File: src/hdl/rtu_dfr_pkg.sv
// Shared types, codes and the CRC-16 byte update for the RTU request deframer.
// No dependencies; every other file in hdl/ imports this package.

package rtu_dfr_pkg;

   // Input beat kinds
   localparam logic KIND_BYTE = 1'b0;
   localparam logic KIND_TICK = 1'b1;

   // Configuration register indexes
   localparam logic [1:0] CSR_READ_CODE    = 2'd0;
   localparam logic [1:0] CSR_INFO_CODE    = 2'd1;
   localparam logic [1:0] CSR_IDLE_TIMEOUT = 2'd2;

   // Configuration reset values
   localparam logic [7:0]  READ_CODE_RST    = 8'd3;
   localparam logic [7:0]  INFO_CODE_RST    = 8'd17;
   localparam logic [15:0] IDLE_TIMEOUT_RST = 16'd200;

   // Modbus CRC-16, reflected form
   localparam logic [15:0] CRC_INIT = 16'hFFFF;
   localparam logic [15:0] CRC_POLY = 16'hA001;

   // Frame sizes in bytes
   localparam logic [3:0] INFO_FRAME_BYTES = 4'd4;
   localparam logic [3:0] CRC_SPAN_BYTES   = 4'd6;
   localparam logic [3:0] READ_FRAME_BYTES = 4'd8;
   localparam logic [3:0] HEADER_BYTES     = 4'd2;

   typedef enum logic [1:0] {
      OUTCOME_READ      = 2'd0,
      OUTCOME_INFO      = 2'd1,
      OUTCOME_CRC_ERROR = 2'd2,
      OUTCOME_UNKNOWN   = 2'd3
   } outcome_type;

   typedef struct packed {
      logic [7:0]  read_code;
      logic [7:0]  info_code;
      logic [15:0] idle_timeout;
   } cfg_type;

   typedef struct packed {
      outcome_type outcome;
      logic [7:0]  unit_address;
      logic [15:0] start_register;
      logic [15:0] register_count;
      logic [15:0] received_crc;
      logic [15:0] computed_crc;
   } result_type;

   // Fold one byte into the CRC, eight shift steps
   function automatic logic [15:0] crc_fold(input logic [15:0] crc_i,
                                            input logic [7:0]  data_i);
      logic [15:0] c;
      c = crc_i ^ {8'h00, data_i};
      for (int i = 0; i < 8; i++) begin
         c = c[0] ? ((c >> 1) ^ CRC_POLY) : (c >> 1);
      end
      return c;
   endfunction

endpackage

File: src/hdl/rtu_dfr_csr.sv
// Configuration registers of the RTU request deframer: command codes and idle timeout.
// Depends on rtu_dfr_pkg.

module rtu_dfr_csr (
   input  logic                  clock,
   input  logic                  reset,
   input  logic                  csr_write_en,
   input  logic [1:0]            csr_index,
   input  logic [15:0]           csr_wdata,
   output rtu_dfr_pkg::cfg_type  cfg
);
   import rtu_dfr_pkg::*;

   cfg_type cfg_ff;
   cfg_type cfg_in;

   // Decode the write; an index past the list is dropped
   always_comb begin
      cfg_in = cfg_ff;
      if (csr_write_en) begin
         unique case (csr_index)
            CSR_READ_CODE:    cfg_in.read_code    = csr_wdata[7:0];
            CSR_INFO_CODE:    cfg_in.info_code    = csr_wdata[7:0];
            CSR_IDLE_TIMEOUT: cfg_in.idle_timeout = csr_wdata;
            default:          cfg_in = cfg_ff;
         endcase
      end
   end

   always_ff @(posedge clock) begin
      if (reset) begin
         cfg_ff.read_code    <= READ_CODE_RST;
         cfg_ff.info_code    <= INFO_CODE_RST;
         cfg_ff.idle_timeout <= IDLE_TIMEOUT_RST;
      end else begin
         cfg_ff <= cfg_in;
      end
   end

   assign cfg = cfg_ff;

endmodule

File: src/hdl/rtu_dfr_frame.sv
// Frame assembly for the RTU request deframer: byte store, running CRC, idle timer
// and the per-frame decision. Depends on rtu_dfr_pkg.

module rtu_dfr_frame (
   input  logic                     clock,
   input  logic                     reset,
   input  logic                     item_fire,
   input  logic                     item_kind,
   input  logic [7:0]               item_byte,
   input  rtu_dfr_pkg::cfg_type     cfg,
   output logic                     result_valid,
   output rtu_dfr_pkg::result_type  result
);
   import rtu_dfr_pkg::*;

   logic [3:0]  count_ff, count_in;
   logic [15:0] crc_ff, crc_in;
   logic [15:0] crc_two_ff, crc_two_in;
   logic [15:0] idle_ff, idle_in;
   logic        armed_ff, armed_in;
   logic [7:0]  store_ff [8];
   logic [7:0]  store_in [8];

   // Byte path, before the frame decision
   logic [3:0]  count_byte;
   logic [15:0] crc_byte;
   logic [15:0] crc_two_byte;

   logic        is_read;
   logic        is_info;
   logic        emit;
   logic [15:0] rx_crc_read;
   logic [15:0] rx_crc_info;
   logic [15:0] limit;
   logic [15:0] idle_inc;
   logic        timeout_hit;
   result_type  res;

   // Store the byte and fold it into the CRC
   always_comb begin
      store_in     = store_ff;
      count_byte   = count_ff;
      crc_byte     = crc_ff;
      crc_two_byte = crc_two_ff;
      if (count_ff < READ_FRAME_BYTES) begin
         store_in[count_ff[2:0]] = item_byte;
         if (count_ff < CRC_SPAN_BYTES) begin
            crc_byte = crc_fold(crc_ff, item_byte);
         end
         count_byte = count_ff + 4'd1;
         if (count_byte == HEADER_BYTES) begin
            crc_two_byte = crc_byte;
         end
      end
   end

   // Decide on the frame once the command byte can be judged
   always_comb begin
      is_read     = (store_in[1] == cfg.read_code);
      is_info     = (store_in[1] == cfg.info_code);
      rx_crc_read = {store_in[7], store_in[6]};
      rx_crc_info = {store_in[3], store_in[2]};
      emit        = (count_byte >= INFO_FRAME_BYTES) &&
                    (!is_read || (count_byte == READ_FRAME_BYTES));

      res                = '0;
      res.unit_address   = store_in[0];
      if (is_read) begin
         res.received_crc = rx_crc_read;
         res.computed_crc = crc_byte;
         if (rx_crc_read != crc_byte) begin
            res.outcome = OUTCOME_CRC_ERROR;
         end else begin
            res.outcome        = OUTCOME_READ;
            res.start_register = {store_in[2], store_in[3]};
            res.register_count = {store_in[4], store_in[5]};
         end
      end else if (is_info) begin
         res.received_crc = rx_crc_info;
         res.computed_crc = crc_two_byte;
         res.outcome      = (rx_crc_info != crc_two_byte) ? OUTCOME_CRC_ERROR
                                                          : OUTCOME_INFO;
      end else begin
         res.outcome = OUTCOME_UNKNOWN;
      end
   end

   // Idle timer: saturating count against the limit, zero acts as one
   always_comb begin
      limit       = (cfg.idle_timeout == 16'd0) ? 16'd1 : cfg.idle_timeout;
      idle_inc    = (idle_ff == 16'hFFFF) ? idle_ff : idle_ff + 16'd1;
      timeout_hit = (idle_inc >= limit);
   end

   // Next frame state
   always_comb begin
      count_in   = count_ff;
      crc_in     = crc_ff;
      crc_two_in = crc_two_ff;
      idle_in    = idle_ff;
      armed_in   = armed_ff;
      if (item_fire) begin
         if (item_kind == KIND_BYTE) begin
            if (emit) begin
               count_in   = 4'd0;
               crc_in     = CRC_INIT;
               crc_two_in = CRC_INIT;
               idle_in    = 16'd0;
               armed_in   = 1'b0;
            end else begin
               count_in   = count_byte;
               crc_in     = crc_byte;
               crc_two_in = crc_two_byte;
               idle_in    = 16'd0;
               armed_in   = 1'b1;
            end
         end else if (armed_ff) begin
            if (timeout_hit) begin
               count_in   = 4'd0;
               crc_in     = CRC_INIT;
               crc_two_in = CRC_INIT;
               idle_in    = 16'd0;
               armed_in   = 1'b0;
            end else begin
               idle_in = idle_inc;
            end
         end
      end
   end

   always_ff @(posedge clock) begin
      if (reset) begin
         count_ff   <= 4'd0;
         crc_ff     <= CRC_INIT;
         crc_two_ff <= CRC_INIT;
         idle_ff    <= 16'd0;
         armed_ff   <= 1'b0;
      end else begin
         count_ff   <= count_in;
         crc_ff     <= crc_in;
         crc_two_ff <= crc_two_in;
         idle_ff    <= idle_in;
         armed_ff   <= armed_in;
      end
   end

   // Frame bytes carry no reset; only bytes of the current frame are read
   always_ff @(posedge clock) begin
      if (item_fire && (item_kind == KIND_BYTE)) begin
         store_ff <= store_in;
      end
   end

   assign result_valid = item_fire && (item_kind == KIND_BYTE) && emit;
   assign result       = res;

endmodule

File: src/hdl/rtu_request_deframer_crc16.sv
// Top level of the RTU request deframer: input register, frame logic, result register.
// Depends on rtu_dfr_pkg, rtu_dfr_csr and rtu_dfr_frame.
//
//   channel | direction | handshake          | beat
//   req_    | in        | req_valid/req_stall | kind, rx_byte
//   rsp_    | out       | rsp_valid/rsp_stall | outcome, address, registers, CRCs
//   csr_    | in        | csr_write_en        | csr_index, csr_wdata
//
// One beat per cycle sustained while the result is not stalled; an accepted byte passes
// through the input register, then the frame logic with its byte-wide CRC update, into the
// result register. Reset is synchronous and clears frame state and configuration.
// A stalled result holds the frame logic; the input register still takes one beat.

module rtu_request_deframer_crc16 (
   input  logic        clock,
   input  logic        reset,
   input  logic        req_valid,
   output logic        req_stall,
   input  logic        req_kind,
   input  logic [7:0]  req_rx_byte,
   output logic        rsp_valid,
   input  logic        rsp_stall,
   output logic [1:0]  rsp_outcome,
   output logic [7:0]  rsp_unit_address,
   output logic [15:0] rsp_start_register,
   output logic [15:0] rsp_register_count,
   output logic [15:0] rsp_received_crc,
   output logic [15:0] rsp_computed_crc,
   input  logic        csr_write_en,
   input  logic [1:0]  csr_index,
   input  logic [15:0] csr_wdata
);
   import rtu_dfr_pkg::*;

   cfg_type    cfg;
   logic       in_vld_ff, in_vld_in;
   logic       in_kind_ff;
   logic [7:0] in_byte_ff;
   logic       out_vld_ff, out_vld_in;
   result_type out_ff;
   result_type frame_result;
   logic       frame_result_valid;
   logic       req_fire;
   logic       advance;

   rtu_dfr_csr u_csr (
      .clock        (clock),
      .reset        (reset),
      .csr_write_en (csr_write_en),
      .csr_index    (csr_index),
      .csr_wdata    (csr_wdata),
      .cfg          (cfg)
   );

   rtu_dfr_frame u_frame (
      .clock        (clock),
      .reset        (reset),
      .item_fire    (advance),
      .item_kind    (in_kind_ff),
      .item_byte    (in_byte_ff),
      .cfg          (cfg),
      .result_valid (frame_result_valid),
      .result       (frame_result)
   );

   // Advance the held beat when the result register is free or being emptied
   assign advance   = in_vld_ff && (!out_vld_ff || !rsp_stall);
   assign req_stall = in_vld_ff && !advance;
   assign req_fire  = req_valid && !req_stall;

   always_comb begin
      in_vld_in = in_vld_ff;
      if (req_fire) begin
         in_vld_in = 1'b1;
      end else if (advance) begin
         in_vld_in = 1'b0;
      end
   end

   always_comb begin
      if (advance) begin
         out_vld_in = frame_result_valid;
      end else begin
         out_vld_in = out_vld_ff && rsp_stall;
      end
   end

   always_ff @(posedge clock) begin
      if (reset) begin
         in_vld_ff  <= 1'b0;
         out_vld_ff <= 1'b0;
      end else begin
         in_vld_ff  <= in_vld_in;
         out_vld_ff <= out_vld_in;
      end
   end

   // Capture the input beat
   always_ff @(posedge clock) begin
      if (req_fire) begin
         in_kind_ff <= req_kind;
         in_byte_ff <= req_rx_byte;
      end
   end

   // Load the result register only with a real result
   always_ff @(posedge clock) begin
      if (advance && frame_result_valid) begin
         out_ff <= frame_result;
      end
   end

   assign rsp_valid          = out_vld_ff;
   assign rsp_outcome        = out_ff.outcome;
   assign rsp_unit_address   = out_ff.unit_address;
   assign rsp_start_register = out_ff.start_register;
   assign rsp_register_count = out_ff.register_count;
   assign rsp_received_crc   = out_ff.received_crc;
   assign rsp_computed_crc   = out_ff.computed_crc;

   // A stalled result is never overwritten by the frame logic
   assert property (@(posedge clock) disable iff (reset)
      (out_vld_ff && rsp_stall) |-> !advance)
      else $error("frame logic advanced over a stalled result");

   // The input side stalls only while a beat is held
   assert property (@(posedge clock) disable iff (reset)
      req_stall |-> in_vld_ff)
      else $error("input stalled with an empty input register");

   // A good read carries matching CRCs
   assert property (@(posedge clock) disable iff (reset)
      (rsp_valid && (rsp_outcome == OUTCOME_READ)) |->
         (rsp_received_crc == rsp_computed_crc))
      else $error("read result with mismatching CRC");

   // An unknown command reports no CRCs and no register fields
   assert property (@(posedge clock) disable iff (reset)
      (rsp_valid && (rsp_outcome == OUTCOME_UNKNOWN)) |->
         ((rsp_received_crc == 16'd0) && (rsp_computed_crc == 16'd0) &&
          (rsp_start_register == 16'd0) && (rsp_register_count == 16'd0)))
      else $error("unknown command result carries nonzero fields");

endmodule
File: config.mk
export PLATFORM = sky130hd
export DESIGN_NAME = rtu_request_deframer_crc16
export DESIGN_NICKNAME = d
export VERILOG_FILES = /design/src/hdl/rtu_dfr_pkg.sv /design/src/hdl/rtu_dfr_csr.sv /design/src/hdl/rtu_dfr_frame.sv /design/src/hdl/rtu_request_deframer_crc16.sv
export SDC_FILE = /design/constraint.sdc
export NUM_CORES = 1
export LEC_CHECK = 0
export BUFFER_PORTS_ARGS = -buffer_cell sky130_fd_sc_hd__buf_2
export CAP_MARGIN = 5
export CORE_MARGIN = 4
export CORE_UTILIZATION = 50
export CTS_CLUSTER_SIZE = 8
export DETAILED_ROUTE_END_ITERATION = 8
export PLACE_DENSITY = 0.69
export SYNTH_ARGS = -nofsm -noshare
export SYNTH_HDL_FRONTEND = slang
export SYNTH_SLANG_ARGS = --single-unit
File: constraint.sdc
create_clock -name clock -period 9.3 [get_ports clock]
set_input_delay 0.93 -clock clock [delete_from_list [all_inputs] [get_ports clock]]
set_output_delay 0.93 -clock clock [all_outputs]
set_load 0.02 [all_outputs]
==> results summary, run 1 <==
The areal power density over the cells came out at 189 nW/um2. The pin count of the biggest net entering global routing is 88. The total count of max-transition violations in the final report is 0.

The total CTS buffers came out at 35. Based on the critical path, the design can be clocked at up to 221 MHz. The share of the clock period used by the worst path after layout came out at 0.486. After global routing the overflow that remains totals 0. The global-route wire length before repair is 40.8 mm. The number of placed cells counting well taps is 1392.

The number of antenna violations at the first check in global routing came to 0. STA classifies the critical path startpoint as a flop. The library cell contributing the largest single delay on the critical path is o21a_1. TritonCTS built the clock tree.

Yosys mapped a number of flops with a built-in enable equal to 147. By startpoint and endpoint, the worst setup path is classified as reg -> reg. The number of setup violations in the final report is 0. The count of hold buffers inserted by post-cts repair came out at 0. The sequential area share after synthesis came out at 0.543. The peak ir drop on the vdd network came out at 0.108 mV. The number of warnings issued by yosys is 0. Dividing the detail-routed wire length by the instance count gives 17.7 um.

The critical path goes through nand4_1, nor3_1, nand4_1, or2_2, nand2_1, nor2_1, xor2_1, ha_1, a2111oi_0, o21ai_0, a221oi_1, o21a_1, o21ai_0, a21oi_1. The worst setup slack before clock tree synthesis came out at 4.85 ns. For the worst-skew pair, the clock arrives at the later sink with an insertion delay of 0.51 ns. At the pin with the least slew margin, the transition time is 1.23 ns. The required time of the critical path came out at 9.72 ns. The floorplan step set the die width to 159 um. In this run the worst path has a maximum fanout of 23. Counting flops and latches in the post-synthesis netlist gives 234. The total cell area at the placement stage came out at 12100 um2.

The number of H-tree levels came out at 2. The share of synthesized area in the top cell type comes to 0.389. The number of global-route vias before repair is 7560. The finished layout holds 1451 standard cells, fillers aside.

The hold violation total from the final report came out at 0. The detailed-route DRC error count came out at 0. The min-delay analysis places its worst path in the category reg -> reg. The floorplan has 54 rows. The netlist uses 57 different library cells.

The combined global-route utilization of all metal layers is 0.204. The endpoint kind of the worst setup timing path is a flop. Counting every sink on the clock net gives 234.

The share of final-layout standard cells stronger than drive strength 1 is 0.177. The number of ports placed on the die boundary came out at 108. The maximum single-stage delay on the critical path came out at 0.73 ns. For this configuration, the core starts out at a cell density of 0.513. For this run, asynchronously set or reset flops after synthesis account for 0. The synthesis-to-finish area growth is 15.6%. The post-synthesis cell area came out at 11300 um2. The number of iterations in the first detailed-routing pass came out at 5. The minimum clock period after layout is 4.52 ns. Setup repair after global routing left no endpoint under its margin. The total leakage power came out at 4.99 nW. The number of antenna diodes in the final layout is 0. The maximum clock insertion buffer count is 3.

At the end of the flow, the number of nets in the layout was 1201. In this run the post-CTS setup repair buffer count came out at 0. The average footprint of a synthesized cell came out at 10.8 um2. The clock tree skew after final layout is 0.0242 ns.

The worst slew margin relative to its limit came out at 0.180. The number of max-cap violations is 0. The placeable core region is 22100 um2. The finished cells cover 13100 um2. Port buffering added 107 buffers. The detailed-route wire length is 25.7 mm. The slack of the critical path is 4.78 ns.

In the synthesized netlist the dominant register cell turns out to be edfxtp_1. Sorting the synthesized cells by area gives the leading types as edfxtp_1, dfxtp_1, mux2i_1, xnor2_1, nor2_1. The total negative slack for setup checks came out at 0 ns.

The ratio of routed vias to standard cells is 5.48. The net count of the mapped netlist came out at 1104. The root buffer cell chosen for the clock tree is clkbuf_16. The run finished with clean final reports. The post-cts resize count is 0.

The die covers 25200 um2. The overall die height is 159 um. The clock transition at the register clock pins on the worst setup and hold paths after CTS came out at 0.05 ns. The estimated wirelength of the detail-placed design is 17.1 mm. The leading area contributor after synthesis is edfxtp_1.

The final antenna-violating net count came out at 0. Synthesis handed over a netlist of 1052 instances. The routability-driven placement congestion ratio came out at 0.872. The layout has 1798 filler cells. The via count came out at 7949. Data arrives at the worst endpoint at 4.94 ns.

The initial detailed-routing violation count is 506.
power breakdown:
group	switching, mW	internal, mW
sequential	0.0172	1.12
clock	0.446	0.703
combinational	0.118	0.0737
total	0.581	1.90
layer usage:
layer	global-route usage	routed length (um)
met5	0	0
met4	0.0678	689
met3	0.0402	1620
met2	0.321	11900
met1	0.286	11600
path summary, 6_finish.rpt:
path | from | to | slack, ns | cells past startpoint
setup / recovery | u_frame.idle_ff[3] | u_frame.idle_ff[7] | 4.78 | 14
setup reg to reg | u_frame.idle_ff[3] | u_frame.idle_ff[7] | 4.78 | 14
hold reg to reg | u_csr.cfg[0] | u_csr.cfg[0] | 0.47 | 2
hold / removal | u_csr.cfg[0] | u_csr.cfg[0] | 0.47 | 2
worst max-delay path: cells and delay by family (launching register included):
| family | cells | cell delay, ns |
|---|---|---|
| AO/OA/AOI/OAI | 6 | 2.05 |
| AND/OR/NAND/NOR | 6 | 1.47 |
| flip-flops | 1 | 0.46 |
| adder cells (fa/ha/maj) | 1 | 0.31 |
| XOR/XNOR | 1 | 0.15 |
cell usage in the layout (no fill, tap or decap), types with 20 or more instances in the layout:
cell       instances
edfxtp_1         147
buf_2            107
nor2_1            91
nand2_1           89
dfxtp_1           87
xnor2_1           64
inv_1             63
mux2i_1           61
a21oi_1           58
clkbuf_16         35
nand3_1           30
mux2_2            30
o22ai_1           27
nor2b_1           24
a21o_1            24
o21bai_1          23
and3_1            22
ha_1              20
clkbuf_1          20
stage by stage:
| stage | util | power, mW | hold WS (ns) |
|---|---|---|---|
| after floorplan | - | 1.29 | 0.436 |
| after global placement | 0.548 | 1.34 | 0.459 |
| after detailed placement | 0.548 | 1.35 | 0.467 |
| after CTS | 0.594 | 2.50 | 0.473 |
| after global routing | 0.594 | 2.57 | 0.489 |
| final | 0.594 | 2.48 | 0.471 |
synthesized netlist by cell type, types with 23 or more instances:
cell / number
a21oi_1: 58
mux2i_1: 61
xnor2_1: 64
clkbuf_1: 42
o21bai_1: 23
o22ai_1: 28
nor2_1: 92
nand2_1: 89
nand3_1: 30
dfxtp_1: 87
inv_1: 63
mux2_2: 30
a21o_1: 24
edfxtp_1: 147
nor2b_1: 24
kinds of logic after synthesis:
| logic type | share of synthesized area |
|---|---|
| flops | 0.543 |
| fa+ha+maj | 0.0221 |
| simple gates | 0.135 |
| compound gates | 0.104 |
| xor+xnor | 0.0655 |
| buf+inv | 0.0438 |
| mux | 0.0873 |
sequential cells by signal (all words and copies together) (netlist names), 2 cells and up:
signal and flops:
rsp_received_crc 16, u_frame.crc_two_ff 16, u_frame.idle_ff 16, u_frame.count_ff 4
in_byte_ff 8, rsp_outcome 2, u_frame.store_ff 64, rsp_start_register 16
rsp_unit_address 8, u_csr.cfg 32, u_frame.crc_ff 16, rsp_computed_crc 16
rsp_register_count 16
layout make-up:
type                       instances  area, um2  share of cell area
multi-input combinational        693       4710               0.359
inverter                          63        236              0.0180
clock inverter                     4       62.6             0.00477
clock buffer                      55        951              0.0725
timing repair buffer             122        648              0.0494
sequential                       234       6160               0.469
tap                              280        350              0.0267
Note: power is estimated with default switching activity, not from simulation.
==> run 2, diff against run 1 <==
PLACE_DENSITY = 0.72   (was 0.69)
clock period = 4.1 ns   (was 9.3 ns; I/O delays follow)
==> results summary, run 2 (synthesis gave the netlist of run 1 again) <==
The total cell area at the placement stage was 12300 um2 (+1.7%). The pin count of the biggest net entering global routing is 53 (-40%). The worst slew margin relative to its limit is 0.310 (+0.131). The slack of the critical path came out at 0.287 ns (-4.50 ns). The number of rows in the core area is 54 (unchanged). The number of antenna violations at the first check in global routing came out at 0 (unchanged). The detailed-route DRC error count came out at 0 (unchanged). The area growth from synthesis to layout is 17.7%. The clock network power share was 0.466 (+0.002).

The library cell contributing the largest single delay on the critical path is dfxtp_1. The die span in x came out at 159 um (unchanged). The overall die height is 159 um (unchanged). The routability-driven placement congestion ratio is 0.862 (-1.1%). The maximum clock insertion buffer count came out at 3 (unchanged). The total CTS buffers is 35 (unchanged). The estimated wirelength of the detail-placed design is 18.1 mm (+6.0%). The worst setup slack before clock tree synthesis is 0.0846 ns (-4.77 ns). The initial detailed-routing violation count came out at 568 (+12%).

The maximum single-stage delay on the critical path is 0.41 ns (-0.32 ns). The total negative slack for setup checks is 0 ns (unchanged). The register with the most flip-flops is u_frame.store_ff. The flow ran to the end, and the final reports show no timing, DRC or antenna violations. The overall power came out at 5.66 mW (+130%). The data arrival at the endpoint of the critical path came out at 4.20 ns (-0.74 ns). The clock tree skew after final layout is 0.0167 ns (-0.00742 ns). The number of iterations in the first detailed-routing pass came out at 5 (unchanged). Setup repair after global routing left no endpoint under its margin.

The number of global-route vias before repair came out at 7648 (+1.2%). The number of H-tree levels is 2 (unchanged). The final layout net count is 1223 (+1.8%).

The net switching share of the total power was 0.234 (-0.000727). TritonCTS built the clock tree. The area of the die came out at 25200 um2 (unchanged). The clock transition at the register clock pins on the worst setup and hold paths after CTS came out at 0.05 ns (about the same). The global-route wire length before repair was 41.0 mm (+0.54%). The number of setup violations in the final report was 0 (unchanged).

The maximum fanout count along the critical path is 50 (+120%). The via count was 8124 (+2.2%). The combined global-route utilization of all metal layers came out at 0.204 (about the same). The total count of max-transition violations in the final report is 0 (unchanged). The areal power density over the cells came out at 424 nW/um2 (+120%).

The logic gate share of total power came out at 0.080 (+0.003). The final antenna diode count is 0 (unchanged). The detailed-route wire length came to 26.1 mm (+1.4%). The number of ports placed on the die boundary came out at 108 (unchanged). The buffer type at the clock tree root is clkbuf_16. The upper clock frequency limit is 262 MHz (+18%). The critical path is of the reg -> reg type. The peak ir drop on the vdd network is 0.268 mV (+150%). The relative contribution of sequential cells to total power came out at 0.455 (-0.004). The internal power component was 4.34 mW (+130%). The number of cells in the finished layout apart from fillers came out at 1475 (+1.7%). The total leakage power is 5.13 nW (+2.8%).

The final instance area is 13300 um2 (+1.8%). The share of final-layout standard cells stronger than drive strength 1 came out at 0.195 (+0.0182). The flip-flop count of the largest register, all copies and words added is 64 (unchanged). The placeable core region is 22100 um2 (unchanged). The count of clock tree sinks came out at 234 (unchanged).

The number of placed cells counting well taps is 1414 (+1.6%). The final antenna-violating net count is 0 (unchanged). The type of the tightest min-delay check is in -> reg.

The clock latency on the worst-skew pair came out at 0.51 ns (about the same). The average wire per cell in the routed design is 17.7 um (-0.23%). The required time of the critical path came out at 4.49 ns (-5.23 ns). The count of hold buffers inserted by post-cts repair is 0 (unchanged). The actual transition at the worst max-transition pin is 1.03 ns (-0.195 ns). The number of filler instances in the final layout came out at 1775 (-1.3%). The minimum clock period after layout came out at 3.81 ns (-0.702 ns). The net switching power came out at 1.33 mW (+130%).

The ratio of routed vias to standard cells is 5.51 (+0.54%). STA classifies the critical path endpoint as a flop. The number of max-cap violations came out at 0 (unchanged). The library cell used most frequently in the layout, excluding fill and tap cells, is edfxtp_1. The sort of element at the start of the critical path is a flop. In the layout the commonest cells are edfxtp_1, buf_2, nor2_1.

The hold violation total from the final report was 0 (unchanged). The global route total overflow is 0 (unchanged). The initial core utilization is 0.513 (unchanged). The number of port buffers is 107 (unchanged). The share of the clock period used by the worst path after layout came to 0.930 (+0.444).

The signal on the critical path passes through nand4_1, nor3_2, nand4_1, or2_4, nand2_2, nor2_1, xor2_1, ha_1, a2111oi_0, o21ai_0, a221oi_2, o22ai_2, buf_12, a21o_1, a21o_1.
==> run 2: routing by layer <==
| layer | routed length [um] | GRT usage | up-vias |
|---|---|---|---|
| li1 | - | - | 3973 |
| met1 | 11800 | 0.283 | 3854 |
| met2 | 12100 | 0.332 | 252 |
| met3 | 1510 | 0.0334 | 45 |
| met4 | 626 | 0.0634 | 0 |
| met5 | 0 | 0 | - |
==> run 2: layout make-up <==
| cell class | instances | area, um2 | area share |
|---|---|---|---|
| repair buffers | 144 | 851 | 0.0638 |
| inverters | 63 | 236 | 0.0177 |
| clock buffers | 57 | 968 | 0.0726 |
| well taps | 280 | 350 | 0.0263 |
| flip-flops and latches | 234 | 6160 | 0.461 |
| clock inverters | 4 | 57.6 | 0.00431 |
| multi-input cells | 693 | 4730 | 0.354 |
==> run 2: repair_timing <==
| action | 4_1_cts | 5_1_grt |
|---|---|---|
| setup buffers | 0 | 0 |
| endpoints found under the setup margin | 0 | 53 |
| resized for setup | 0 | 4 |
==> run 2: power groups by stage <==
stage                     Combinational, mW  Clock [mW]  Sequential [mW]
after floorplan                       0.325           0             2.60
after detailed placement              0.445           0             2.62
final                                 0.451        2.64             2.58
after global routing                  0.488        2.79             2.58
after CTS                             0.447        2.69             2.58
after global placement                0.439           0             2.62
==> run 2: worst paths after layout <==
kind,slack (ns),to,depth (start not counted),start
worst max-delay path,0.29,u_frame.crc_two_ff[2],15,u_frame.idle_ff[5]
worst min-delay path,0.08,in_kind_ff,1,req_kind
worst max register to register,0.29,u_frame.crc_two_ff[2],15,u_frame.idle_ff[5]
worst min register to register,0.46,u_csr.cfg[0],2,u_csr.cfg[0]
==> run 2: through the flow <==
stage	utilization	hold WS [ns]
3_5_place_dp	0.557	0.458
6_report	0.604	0.0751
4_1_cts	0.603	0.0539
5_1_grt	0.604	0.0589
2_1_floorplan	-	0.436
3_3_place_gp	0.557	0.458
==> run 2: critical path: cells and delay by family, from the launching register on <==
kind	cells	cell delay (ns)
buffers and inverters	1	0.24
adders and majority gates	1	0.31
AOI/OAI and AO/OA	6	1.43
and+or+nand+nor	6	1.14
xor gates and xnor gates	1	0.15
DFF	1	0.41
